[config.mk]
export PLATFORM = sky130hd
export DESIGN_NAME = tcw_ctrl
export DESIGN_NICKNAME = d
export VERILOG_FILES = /design/src/sv/tcw_pkg.sv /design/src/sv/tcw_ctrl.sv
export VERILOG_INCLUDE_DIRS = /design/src /design/src/sv
export SDC_FILE = /design/constraint.sdc
export NUM_CORES = 1
export LEC_CHECK = 0
export ABC_AREA = 1
export BUFFER_PORTS_ARGS = -buffer_cell sky130_fd_sc_hd__buf_2
export CAP_MARGIN = 15
export CORE_AREA = 2 2 39 41
export CTS_BUF_LIST = sky130_fd_sc_hd__clkbuf_4
export DETAILED_ROUTE_END_ITERATION = 10
export DIE_AREA = 0 0 41 43
export SLEW_MARGIN = 30
export SYNTH_ARGS = -nofsm -noshare
export SYNTH_HDL_FRONTEND = slang
export SYNTH_SLANG_ARGS = --single-unit
[constraint.sdc]
create_clock -name clk -period 2.48 [get_ports clk]
set_clock_uncertainty 0.2 [all_clocks]
set_input_delay 0.248 -clock clk [delete_from_list [all_inputs] [get_ports clk]]
set_output_delay 0.248 -clock clk [all_outputs]
set_load 0.03 [all_outputs]
[src/sv/text_console_writer_macros.svh]
// Assertion macros shared by the text console writer RTL.
// Included by the controller and datapath; define NO_ASSERTIONS to drop the checks.
`ifndef TEXT_CONSOLE_WRITER_MACROS_SVH
`define TEXT_CONSOLE_WRITER_MACROS_SVH

`ifndef NO_ASSERTIONS

// Property checked on every clock edge outside reset
`define TCW_ASSERT(name, clk, rst_n, prop, msg) \
    name: assert property (@(posedge clk) disable iff (!rst_n) prop) \
        else $error(msg);

// Antecedent in one cycle implies consequent in the next
`define TCW_ASSERT_NEXT(name, clk, rst_n, ante, cons, msg) \
    name: assert property (@(posedge clk) disable iff (!rst_n) (ante) |=> (cons)) \
        else $error(msg);

`else

`define TCW_ASSERT(name, clk, rst_n, prop, msg)
`define TCW_ASSERT_NEXT(name, clk, rst_n, ante, cons, msg)

`endif

`endif

[src/sv/tcw_pkg.sv]
// Shared types and constants for the text console writer.
// No dependencies; imported by the interfaces and all modules.
package tcw_pkg;

    // Field widths of the channels
    localparam int MODE_W      = 2;
    localparam int CHAR_W      = 8;
    localparam int ATTR_W      = 8;
    localparam int ROW_FIELD_W = 5;
    localparam int COL_FIELD_W = 7;
    localparam int CELL_W      = ATTR_W + CHAR_W;

    // Default screen geometry
    localparam int COLS_DEFAULT = 80;
    localparam int ROWS_DEFAULT = 25;

    localparam logic [CHAR_W-1:0] NEWLINE_CODE     = 8'd10;
    localparam logic [ATTR_W-1:0] CLEAR_ATTR_RESET = 8'd15;

    // Operation codes
    typedef enum logic [MODE_W-1:0] {
        MODE_PRINT = 2'd0,
        MODE_WRITE = 2'd1,
        MODE_READ  = 2'd2,
        MODE_CLEAR = 2'd3
    } mode_t;

    // Controller to datapath
    typedef struct packed {
        logic accept_open;  // input channel ready
        logic fill_run;     // write fill cell at sweep position and advance
        logic fill_zero;    // fill with zero instead of the blank cell
        logic copy_run;     // read sweep position for scroll copy and advance
        logic out_load;     // load the result register
    } dp_cmd_t;

    // Datapath to controller
    typedef struct packed {
        logic  req_valid;
        mode_t mode;
        logic  scroll_needed;
        logic  sweep_last;
        logic  out_free;
    } dp_sts_t;

endpackage

[src/sv/tcw_ctrl.sv]
// Controller state machine of the text console writer.
// Depends on tcw_pkg and the assertion macros; drives the datapath via dp_cmd_t.
`include "text_console_writer_macros.svh"

module tcw_ctrl
    import tcw_pkg::*;
(
    input  logic    clk,
    input  logic    rst_n,
    input  dp_sts_t sts,
    output dp_cmd_t cmd
);

    typedef enum logic [4:0] {
        ST_INIT   = 5'b00001,
        ST_IDLE   = 5'b00010,
        ST_CLEAR  = 5'b00100,
        ST_SCROLL = 5'b01000,
        ST_RESP   = 5'b10000
    } state_t;

    state_t state_reg;
    state_t state_next;

    // Next state and command decode
    always_comb
    begin
        state_next = state_reg;
        cmd        = '0;
        unique case (state_reg)
            ST_INIT:
            begin
                cmd.fill_run  = 1'b1;
                cmd.fill_zero = 1'b1;
                if (sts.sweep_last)
                begin
                    state_next = ST_IDLE;
                end
            end
            ST_IDLE:
            begin
                cmd.accept_open = 1'b1;
                if (sts.req_valid)
                begin
                    if (sts.mode == MODE_CLEAR)
                    begin
                        state_next = ST_CLEAR;
                    end
                    else if (sts.mode == MODE_PRINT && sts.scroll_needed)
                    begin
                        state_next = ST_SCROLL;
                    end
                    else
                    begin
                        state_next = ST_RESP;
                    end
                end
            end
            ST_CLEAR:
            begin
                cmd.fill_run = 1'b1;
                if (sts.sweep_last)
                begin
                    state_next = ST_RESP;
                end
            end
            ST_SCROLL:
            begin
                cmd.copy_run = 1'b1;
                if (sts.sweep_last)
                begin
                    state_next = ST_RESP;
                end
            end
            ST_RESP:
            begin
                if (sts.out_free)
                begin
                    cmd.out_load = 1'b1;
                    state_next   = ST_IDLE;
                end
            end
            default:
            begin
                state_next = ST_INIT;
            end
        endcase
    end

    // State register
    always_ff @(posedge clk or negedge rst_n)
    begin
        if (!rst_n)
        begin
            state_reg <= ST_INIT;
        end
        else
        begin
            state_reg <= state_next;
        end
    end

    // Checks
    `TCW_ASSERT(a_load_needs_slot, clk, rst_n, cmd.out_load |-> sts.out_free, "result load while output busy")
    `TCW_ASSERT_NEXT(a_clear_starts, clk, rst_n, cmd.accept_open && sts.req_valid && sts.mode == MODE_CLEAR, cmd.fill_run && !cmd.accept_open, "clear did not start a fill sweep")
    `TCW_ASSERT_NEXT(a_scroll_starts, clk, rst_n, cmd.accept_open && sts.req_valid && sts.mode == MODE_PRINT && sts.scroll_needed, cmd.copy_run, "scroll did not start a copy sweep")

endmodule

==> summary.md, run 1 <==
| Metric | Value |
|---|---|
| Worst-Margin Slew | 0.1933 ns |
| Slowest CP cell | dfstp_2 |
| Top-level I/O count | 13 |
| Status | finished clean |
| CTS tree | yes |
| Fillers | between 150 and 200 |
| Vias in the first global route | 350 |
| Core area | ~0.0014 mm² |
| Max incr delay on CP | roughly 0.54 ns |
| Hold depth | 4 |
| Worst vdd rail ir drop | between 0.3 and 0.4 mV |
| CTS max path bufs | 2 |
| Slew Limit Headroom | 0.8708 |
| Global-route wire length before repair | 1.338 mm |
| Initial DRC Count | 5 |
| Gr usage total | 0.1162 |
| Hold wc startpoint | sts[5] |
| Final hold slack | between 0.1 and 0.15 ns |
| Die Area | 0.001763 mm² |
| Antenna violations before repair | 0 |
| Critical path buffer and inverter count | 2 |
| Die Ht | 43 µm |
| Worst EP arrival | approximately 1.3 ns |
| Post-synthesis sequential area ratio | 0.3248 |
| Final net count | 87 |
| Clock tree root driver cell | clkbuf_4 |
| Post-synthesis cell area | roughly 390 µm² |
| Finished Core Util | 0.3752 |
| Cts bufs inserted | 3 |
| Crit path cell chain | inv_1 -> nor2_1 -> nand3_2 -> nand2_1 -> buf_2 |
| WL/cell | 7.809 µm |
| Fmax | roughly 570 MHz |
| Routability Congestion | a little over 0.7 |
| DP HPWL | roughly 630 µm |
| Crit. End Element | output pin |
| Kind of critical path | reg -> out |
| Fraction of layout cells with a size suffix above 1 | 0.3590 |
| Period minus WS final | 1.746 ns |
| Overall power | ~540 µW |
| Initial Utilization | 0.2812 |
| Diodes inserted | 0 |
| Hold WC Path Type | in -> reg |
| Antenna-violating nets left | 0 |
| Ys flop type | dfrtp_1 |
| Synth top cells by count | 15 x nand2_1, 10 x inv_1, 8 x nor2_1, 7 x nand3_1 |
| Setup crit start kind | flop |
| Max Slew Vio Count | 0 |
| GRT overflow | 0 |
| P&R area growth vs syn | 33.44% |
| Storage element area | roughly 130 µm² |
| Die W | about 40 µm |
| Clock transition at path regs | 0.04 ns |
| Setup TNS | 0 ns |
| TritonRoute pass-1 iters | 2 |
| Final wirelength | 734 µm |
| Synth top area share | 0.2572 |
| Min-Delay Endpoint | state_reg[1] |
| DR vias/cell | 4.447 |
| Pin count of the biggest net entering global routing | 6 |
| Most common cell in the netlist | nand2_1 |
| Synth cell types | 15 |
| R2R Setup Slk | between 1 and 1.5 ns |
| # clock sinks | 5 |
| Reg-to-Reg Start | state_reg[0] |
| Multi-input gate area | 210.2 µm² |
| Largest register FFs | 5 |
| Pwr/cell area | between 1000 and 1500 mW/mm² |
| # setup viols final | 0 |
| Buffers on Ports | 12 |
| Synth Area per Inst | about 6.5 µm² |
| Cells after synthesis | 60 |
| # resized after CTS | 0 |
| RSZ-0062 raised after global routing | no |
| Mapped Nets | between 60 and 70 |
| Setup Buffers After CTS | 0 |
| Max-Cap Viols | 0 |
| Floorplan row count | 14 |
| CTS H-tree depth | 1 |
| Synthesis Warnings | 0 |
| DRC Markers | 0 |
| Cell taking the most area after synthesis | dfrtp_1 |
| CP delay by family, top | flip-flops |
| Yosys reg bits | 5 |
| Max Fanout on Critical Path | 5 |
| Number of synthesized flops with an enable pin | 0 |
| Ys async rst share | 1.000 |
| DR vias | 418 |
| Fin crit share | 0.7040 |
| Pleak | ~0.34 nW |
| Worst skew pair latency | 0.24 ns |
| Register-to-Register Path Depth | 7 |
| Final Hold Viols | 0 |
| Reg-to-Reg End | state_reg[3] |
| WP data required | about 2.0 ns |
| Synth top area cells | dfrtp_1 26%, nand2_1 14%, inv_1 9.6% |
power breakdown:
part | internal [mW] | total, mW | switching [mW]
Combinational | 0.0945 | 0.304 | 0.209
Clock | 0.0716 | 0.103 | 0.0312
Sequential | 0.114 | 0.137 | 0.0235
Total | 0.280 | 0.544 | 0.264
layout make-up:
| class | instances | share of cell area |
|---|---|---|
| clock buffers | 4 | 0.05783 |
| inverters | 14 | 0.1012 |
| multi-input cells | 41 | 0.4048 |
| flip-flops and latches | 5 | 0.2434 |
| well taps | 16 | 0.03855 |
| repair buffers | 14 | 0.1542 |
worst max path at each step:
| stage | startpoint | endpoint | slack [ns] | cells after the start |
|---|---|---|---|---|
| after floorplan | state_reg[1] | cmd[0] | 0.96 | 3 |
| after global placement | state_reg[2] | cmd[4] | 0.98 | 4 |
| after detailed placement | state_reg[0] | cmd[3] | 0.98 | 5 |
| after CTS | state_reg[0] | cmd[3] | 0.71 | 5 |
| after global routing | state_reg[2] | cmd[4] | 0.61 | 4 |
| final | state_reg[0] | cmd[3] | 0.73 | 5 |
routing by layer:
| layer | routed length (µm) | global-route usage | vias to the layer above |
|---|---|---|---|
| li1 | - | - | 221 |
| met4 | 8 | 0.06000 | 0 |
| met2 | 359 | 0.1531 | 8 |
| met1 | 332 | 0.1475 | 187 |
| met3 | 33 | 0.06283 | 2 |
| met5 | 0 | 0 | - |
metrics by stage:
step / worst slack [ns] / std cells / cell area (µm²)
5_1_grt: 0.6070 / 94 / 519.2
4_1_cts: 0.7137 / 94 / 519.2
6_report: 0.7341 / 94 / 519.2
2_1_floorplan: 0.9582 / 60 / 389.1
3_5_place_dp: 0.9799 / 88 / 469.2
3_3_place_gp: 0.9823 / 88 / 469.2
what timing repair did:
action                                  in CTS  in global routing
endpoints found under the setup margin       0                  0
hold buffers                                 2                  0
hold endpoints to repair                     6                  0
tightest hold or removal path: stages:
cell	delay, ns
buf_2	0.08
inv_1	0.03
nand4_1	0.10
nand2_1	0.06
layout by cell type, fill, tap and decap left out:
master and instances:
nor2_1 8, nand2_2 1, o22ai_1 1, nand3_2 3, nor2_2 1, clkbuf_4 4
inv_1 10, nor3_1 1, inv_2 4, dfrtp_1 4, nor2_4 1, nand2_4 1
dlygate4sd3_1 2, nand3_1 7, nand4_1 2, buf_2 12, nand2_1 15, dfstp_2 1
cells by family after synthesis:
logic type      share of synthesized area
simple gates                       0.5241
buf+inv                            0.1350
flops                              0.3248
compound gates                    0.01609
(Power assumes the default switching activity.)
==> run 2: changes to the inputs <==
==> constraint.sdc (replaced) <==
create_clock -name clk -period 1.6 [get_ports clk]
set_clock_uncertainty 0.2 [all_clocks]
set_input_delay 0.16 -clock clk [delete_from_list [all_inputs] [get_ports clk]]
set_output_delay 0.16 -clock clk [all_outputs]
set_load 0.03 [all_outputs]
==> summary.md, run 2 (same netlist as run 1, synthesis figures left out) <==
| Metric | Value |
|---|---|
| Fraction of layout cells with a size suffix above 1 | 0.4691 (+0.1102) |
| # clock sinks | 5 (unchanged) |
| Routability Congestion | 0.7083 (about the same) |
| Global-route wire length before repair | 1.442 mm (+7.8%) |
| Finished Core Util | 0.4268 (+0.05154) |
| Failing checks | negative setup slack |
| Clock tree root driver cell | clkbuf_4 |
| Fin crit share | 1.010 |
| Post-placement cell area | 469.2 µm² (unchanged) |
| Max Fanout on Critical Path | 3 (-2) |
| WL/cell | 8.608 µm (+10%) |
| Final Hold Viols | 0 (unchanged) |
| DRC Markers | 0 (unchanged) |
| Floorplan row count | 14 (unchanged) |
| Max Slew Vio Count | 0 (unchanged) |
| Slew Limit Headroom | 0.8848 (+0.01402) |
| Kind of critical path | reg -> out |
| Final hold slack | 0.03253 ns (-0.08576 ns) |
| Max-Cap Viols | 0 (unchanged) |
| CTS max path bufs | 2 (unchanged) |
| Cts bufs inserted | 3 (unchanged) |
| Crit path cell chain | inv_1 -> nor2_2 -> nand3_2 -> inv_1 -> buf_6 |
| Initial Utilization | 0.2812 (unchanged) |
| CTS H-tree depth | 1 (unchanged) |
| Critical path buffer and inverter count | 3 (+1) |
| CTS tree | yes |
| Period minus WS final | 1.616 ns |
| Post-route design area | 590.6 µm² (+14%) |
| Largest register FFs | 5 (unchanged) |
| Setup crit start kind | flop |
| Pleak | 0.3606 nW (+5.4%) |
| CP delay by family, top | flip-flops |
| Final Non-Filler Cells | 97 (+3.2%) |
| Buffers on Ports | 12 (unchanged) |
| Most common library cell in the layout ignoring fill and taps | nand2_1 |
| Gr usage total | 0.1253 (+0.009091) |
| Final wirelength | 835 µm (+14%) |
| Fmax | 619.0 MHz |
| Top-level I/O count | 13 (unchanged) |
| Setup WS pre-CTS | 0.1873 ns (-0.7927 ns) |
| # setup viols final | 2 (+2) |
| Die Ht | 43 µm (unchanged) |
| Core area | 0.001384 mm² (unchanged) |
| Antenna-violating nets left | 0 (unchanged) |
| Diodes inserted | 0 (unchanged) |
| Final worst slack | -0.01561 ns (-0.7497 ns) |
| Clock transition at path regs | 0.04 ns (about the same) |
| Fillers | 161 (+0.63%) |
| Placed insts | 88 (unchanged) |
| Die Area | 0.001763 mm² (unchanged) |
| TritonRoute pass-1 iters | 2 (unchanged) |
| Slowest CP cell | dfstp_2 |
| DR vias/cell | 4.464 (+0.38%) |
| Antenna violations before repair | 0 (unchanged) |
| Final net count | 90 (+3.4%) |
| Vias in the first global route | 374 (+6.9%) |
| Worst path most repeated cell | inv_1 |
| Crit. End Element | output pin |
| WP data required | 1.24 ns (-0.79 ns) |
| Worst-Margin Slew | 0.1728 ns (-0.02049 ns) |
| P&R area growth vs syn | 51.77% |
| Worst vdd rail ir drop | 0.5067 mV (+54%) |
| Die W | 41 µm (unchanged) |
| GRT overflow | 0 (unchanged) |
| RSZ-0062 raised after global routing | yes |
| Pwr/cell area | 1726 mW/mm² (+65%) |
| Status | finished, violations left |
| Hold WC Path Type | in -> reg |
| DP HPWL | 632.9 µm (unchanged) |
| Worst skew pair latency | 0.24 ns (about the same) |
| Pin count of the biggest net entering global routing | 6 (unchanged) |
| Max incr delay on CP | 0.56 ns (+0.02 ns) |
| Worst EP arrival | 1.26 ns (-0.04 ns) |
| DR vias | 433 (+3.6%) |
| Initial DRC Count | 2 (-3) |
| Most frequent cells in the layout | 14 x nand2_1, 10 x inv_1, 7 x buf_2 |
run 2: repair_timing:
action | CTS | global route
buffers inserted | 1 | 2
endpoints found under the hold margin | 6 | 0
pin swaps | 1 | 3
gates resized for setup | 8 | 7
hold buffers | 2 | 0
endpoints found under the setup margin | 5 | 7
run 2: report_power, final:
group | switching [mW] | internal [mW] | total, mW
Clock | 0.0483 | 0.111 | 0.159
Combinational | 0.373 | 0.261 | 0.634
Sequential | 0.0490 | 0.177 | 0.226
Total | 0.470 | 0.549 | 1.02
run 2: final timing paths:
check / startpoint / end / slack, ns / cells past startpoint
max: state_reg[0] / cmd[2] / -0.02 / 5
min: sts[5] / state_reg[1] / 0.03 / 4
min in group asynchronous: rst_n / state_reg[1] / 0.06 / 2
max in group asynchronous: rst_n / state_reg[0] / 0.93 / 2
max reg2reg: state_reg[0] / state_reg[3] / 0.07 / 8
min reg2reg: state_reg[2] / state_reg[2] / 0.33 / 2
run 2: per-layer routing:
metal | vias up | share of wire | track usage
met4 | 0 | 0.0096 | 0.06000
met1 | 196 | 0.43 | 0.1475
li1 | 227 | - | -
met5 | - | 0 | 0
met2 | 8 | 0.52 | 0.1813
met3 | 2 | 0.034 | 0.06283
run 2: area by class of cell:
cell class / count / area (µm²) / area share
sequential: 5 / 127.6 / 0.2161
tap: 16 / 20.02 / 0.03390
inverter: 14 / 52.55 / 0.08898
timing repair buffer: 17 / 122.6 / 0.2076
clock buffer: 4 / 30.03 / 0.05085
multi-input combinational: 41 / 237.7 / 0.4025
run 2: worst reg2reg max path, cell delays in order (launching register included):
cell     delay, ns
dfstp_2       0.56
inv_1         0.06
nor2_2        0.08
nand3_2       0.09
buf_4         0.16
nand3_2       0.07
nand2_4       0.07
nand3_1       0.07
nand2_1       0.05
run 2: per-stage QoR:
step / total power [mW] / setup TNS, ns
floorplan: 0.5802 / 0
global placement: 0.6881 / 0
detailed placement: 0.6887 / 0
CTS: 0.9642 / -0.01637
global route: 1.126 / -0.3330
finish: 1.019 / -0.02528
==> run 3: changes to the inputs <==
--- a/config.mk
+++ b/config.mk
@@ -7,12 +7,13 @@
 export NUM_CORES = 1
 export LEC_CHECK = 0
 export ABC_AREA = 1
-export BUFFER_PORTS_ARGS = -buffer_cell sky130_fd_sc_hd__buf_2
 export CAP_MARGIN = 15
 export CORE_AREA = 2 2 39 41
 export CTS_BUF_LIST = sky130_fd_sc_hd__clkbuf_4
 export DETAILED_ROUTE_END_ITERATION = 10
 export DIE_AREA = 0 0 41 43
+export DONT_BUFFER_PORTS = 1
+export PLACE_DENSITY = 0.45
 export SLEW_MARGIN = 30
 export SYNTH_ARGS = -nofsm -noshare
 export SYNTH_HDL_FRONTEND = slang
==> summary.md, run 3 (same netlist as run 1, synthesis figures left out) <==
| Metric | Value |
|---|---|
| Antenna-violating nets left | 0 (unchanged) |
| Buffers on Ports | 0 (-12) |
| Setup WS pre-CTS | 0.1744 ns (-0.01285 ns) |
| Stages on the worst setup path | 4 (-1) |
| Die W | 41 µm (unchanged) |
| Clock tree root driver cell | clkbuf_4 |
| Initial Utilization | 0.2812 (unchanged) |
| Floorplan row count | 14 (unchanged) |
| Initial DRC Count | 8 (+6) |
| Final Hold Viols | 0 (unchanged) |
| CP delay by family, top | flip-flops |
| Reg power frac | 0.231 (+0.009) |
| Fmax | 616.5 MHz (-0.41%) |
| Max Fanout on Critical Path | 5 (+2) |
| DR vias | 421 (-2.8%) |
| P&R area growth vs syn | 53.70% |
| Setup TNS | -0.04647 ns (-0.02119 ns) |
| Worst skew pair latency | 0.24 ns (about the same) |
| DR vias/cell | 4.626 (+3.6%) |
| Period minus WS final | 1.622 ns (+0.006579 ns) |
| Cts bufs inserted | 3 (unchanged) |
| Hold WC Path Type | in -> async |
| Final net count | 84 (-6.7%) |
| Worst-Margin Slew | 0.2191 ns (+0.04633 ns) |
| DRC Markers | 0 (unchanged) |
| Gr usage total | 0.1160 (-0.009208) |
| Kind of critical path | reg -> out |
| Slew Limit Headroom | 0.8535 (-0.03137) |
| Pleak | 0.3355 nW (-7.0%) |
| Antenna violations before repair | 0 (unchanged) |
| Final hold slack | 0.0001350 ns (-0.03240 ns) |
| Final wirelength | 925 µm (+11%) |
| Fraction of layout cells with a size suffix above 1 | 0.4000 (-0.06914) |
| TritonRoute pass-1 iters | 4 (+2) |
| # clock sinks | 5 (unchanged) |
| Register-to-Register Path Depth | 8 (unchanged) |
| Pin count of the biggest net entering global routing | 6 (unchanged) |
| Worst EP arrival | 1.26 ns (about the same) |
| WL/cell | 10.16 µm (+18%) |
| Most common library cell in the layout ignoring fill and taps | nand2_1 |
| Global-route wire length before repair | 1.324 mm (-8.2%) |
| Fin crit share | 1.014 (+0.004112) |
| Critical path buffer and inverter count | 2 (-1) |
| GRT overflow | 0 (unchanged) |
| Die Area | 0.001763 mm² (unchanged) |
| CTS H-tree depth | 1 (unchanged) |
| Share of power burned in the clock network | 0.164 (+0.008) |
| Diodes inserted | 0 (unchanged) |
| # setup viols final | 3 (+1) |
| Post-route design area | 598.1 µm² (+1.3%) |
| Top-level I/O count | 13 (unchanged) |
| Final worst slack | -0.02219 ns (-0.006579 ns) |
| Largest register FFs | 5 (unchanged) |
| Core area | 0.001384 mm² (unchanged) |
| Crit path cell chain | nor2_4 -> nand3_2 -> inv_2 -> buf_4 |
| Max incr delay on CP | 0.43 ns (-0.13 ns) |
| Slowest CP cell | dfrtp_1 |
| RSZ-0062 raised after global routing | yes |
| Die Ht | 43 µm (unchanged) |
| Switching pwr | 501.3 µW (+6.6%) |
| Comb pwr share | 0.605 (-0.017) |
| Post-placement cell area | 424.2 µm² (-9.6%) |
| Most frequent cells in the layout | 14 x nand2_1, 8 x inv_1, 7 x nand3_2, 7 x dlygate4sd3_1, 6 x nor2_1 |
| Status | finished, violations left |
| Routability Congestion | 0.7387 (+4.3%) |
| WP data required | 1.24 ns (about the same) |
| DP HPWL | 637 µm (+0.65%) |
| Max Slew Vio Count | 0 (unchanged) |
| CTS max path bufs | 2 (unchanged) |
| Int Power | 495.5 µW (-9.7%) |
| CTS tree | yes |
| Worst vdd rail ir drop | 0.6663 mV (+32%) |
| Clock transition at path regs | 0.05 ns (about the same) |
| Crit. End Element | output pin |
| Pwr/cell area | 1667 mW/mm² (-3.4%) |
| Setup crit start kind | flop |
| Failing checks | negative setup slack |
| Switching share of power | 0.5029 (+0.04142) |
| Vias in the first global route | 338 (-9.6%) |
| Max-Cap Viols | 0 (unchanged) |
run 3: stage by stage:
step / std cells / power [mW] / utilization
after detailed placement: 78 / 0.6520 / 0.3065
after floorplan: 60 / 0.5802 / -
final: 91 / 0.9968 / 0.4322
after global placement: 78 / 0.6596 / 0.3065
after CTS: 90 / 0.8900 / 0.3915
after global routing: 91 / 1.063 / 0.4322
run 3: area by class of cell:
cell class	count	area (µm²)
inverter	14	57.56
fill	144	785.8
clock buffer	4	30.03
multi-input combinational	41	260.3
sequential	5	126.4
timing repair buffer	11	103.9
tap	16	20.02
run 3: worst paths after layout:
check | start | endpoint | slack (ns)
max | state_reg[3] | cmd[4] | -0.02
max in group asynchronous | rst_n | state_reg[0] | 0.95
min | rst_n | state_reg[1] | 0.0001
min reg2reg | state_reg[2] | state_reg[2] | 0.37
max reg2reg | state_reg[0] | state_reg[3] | 0
min in group clk | sts[1] | state_reg[4] | 0
run 3: layer usage:
layer / share of wire / wire, µm / vias up / track usage
met5: 0 / 0 / - / 0
li1: - / - / 215 / -
met3: 0.070 / 65 / 2 / 0.07853
met4: 0.013 / 12 / 0 / 0.04000
met2: 0.51 / 469 / 14 / 0.1594
met1: 0.41 / 377 / 190 / 0.1405
run 3: power groups by stage:
stage | Clock (mW) | Combinational (mW) | Sequential, mW
2_1_floorplan | 0 | 0.371 | 0.210
3_3_place_gp | 0 | 0.444 | 0.216
3_5_place_dp | 0 | 0.436 | 0.216
4_1_cts | 0.168 | 0.508 | 0.214
5_1_grt | 0.177 | 0.651 | 0.235
6_report | 0.163 | 0.603 | 0.231
run 3: what timing repair did:
action / CTS / global route
pin swaps: 1 / 2
hold buffers: 7 / 0
resized for setup: 5 / 11
buffers inserted: 1 / 1
hold endpoints to repair: 10 / 0
setup endpoints to repair: 5 / 9
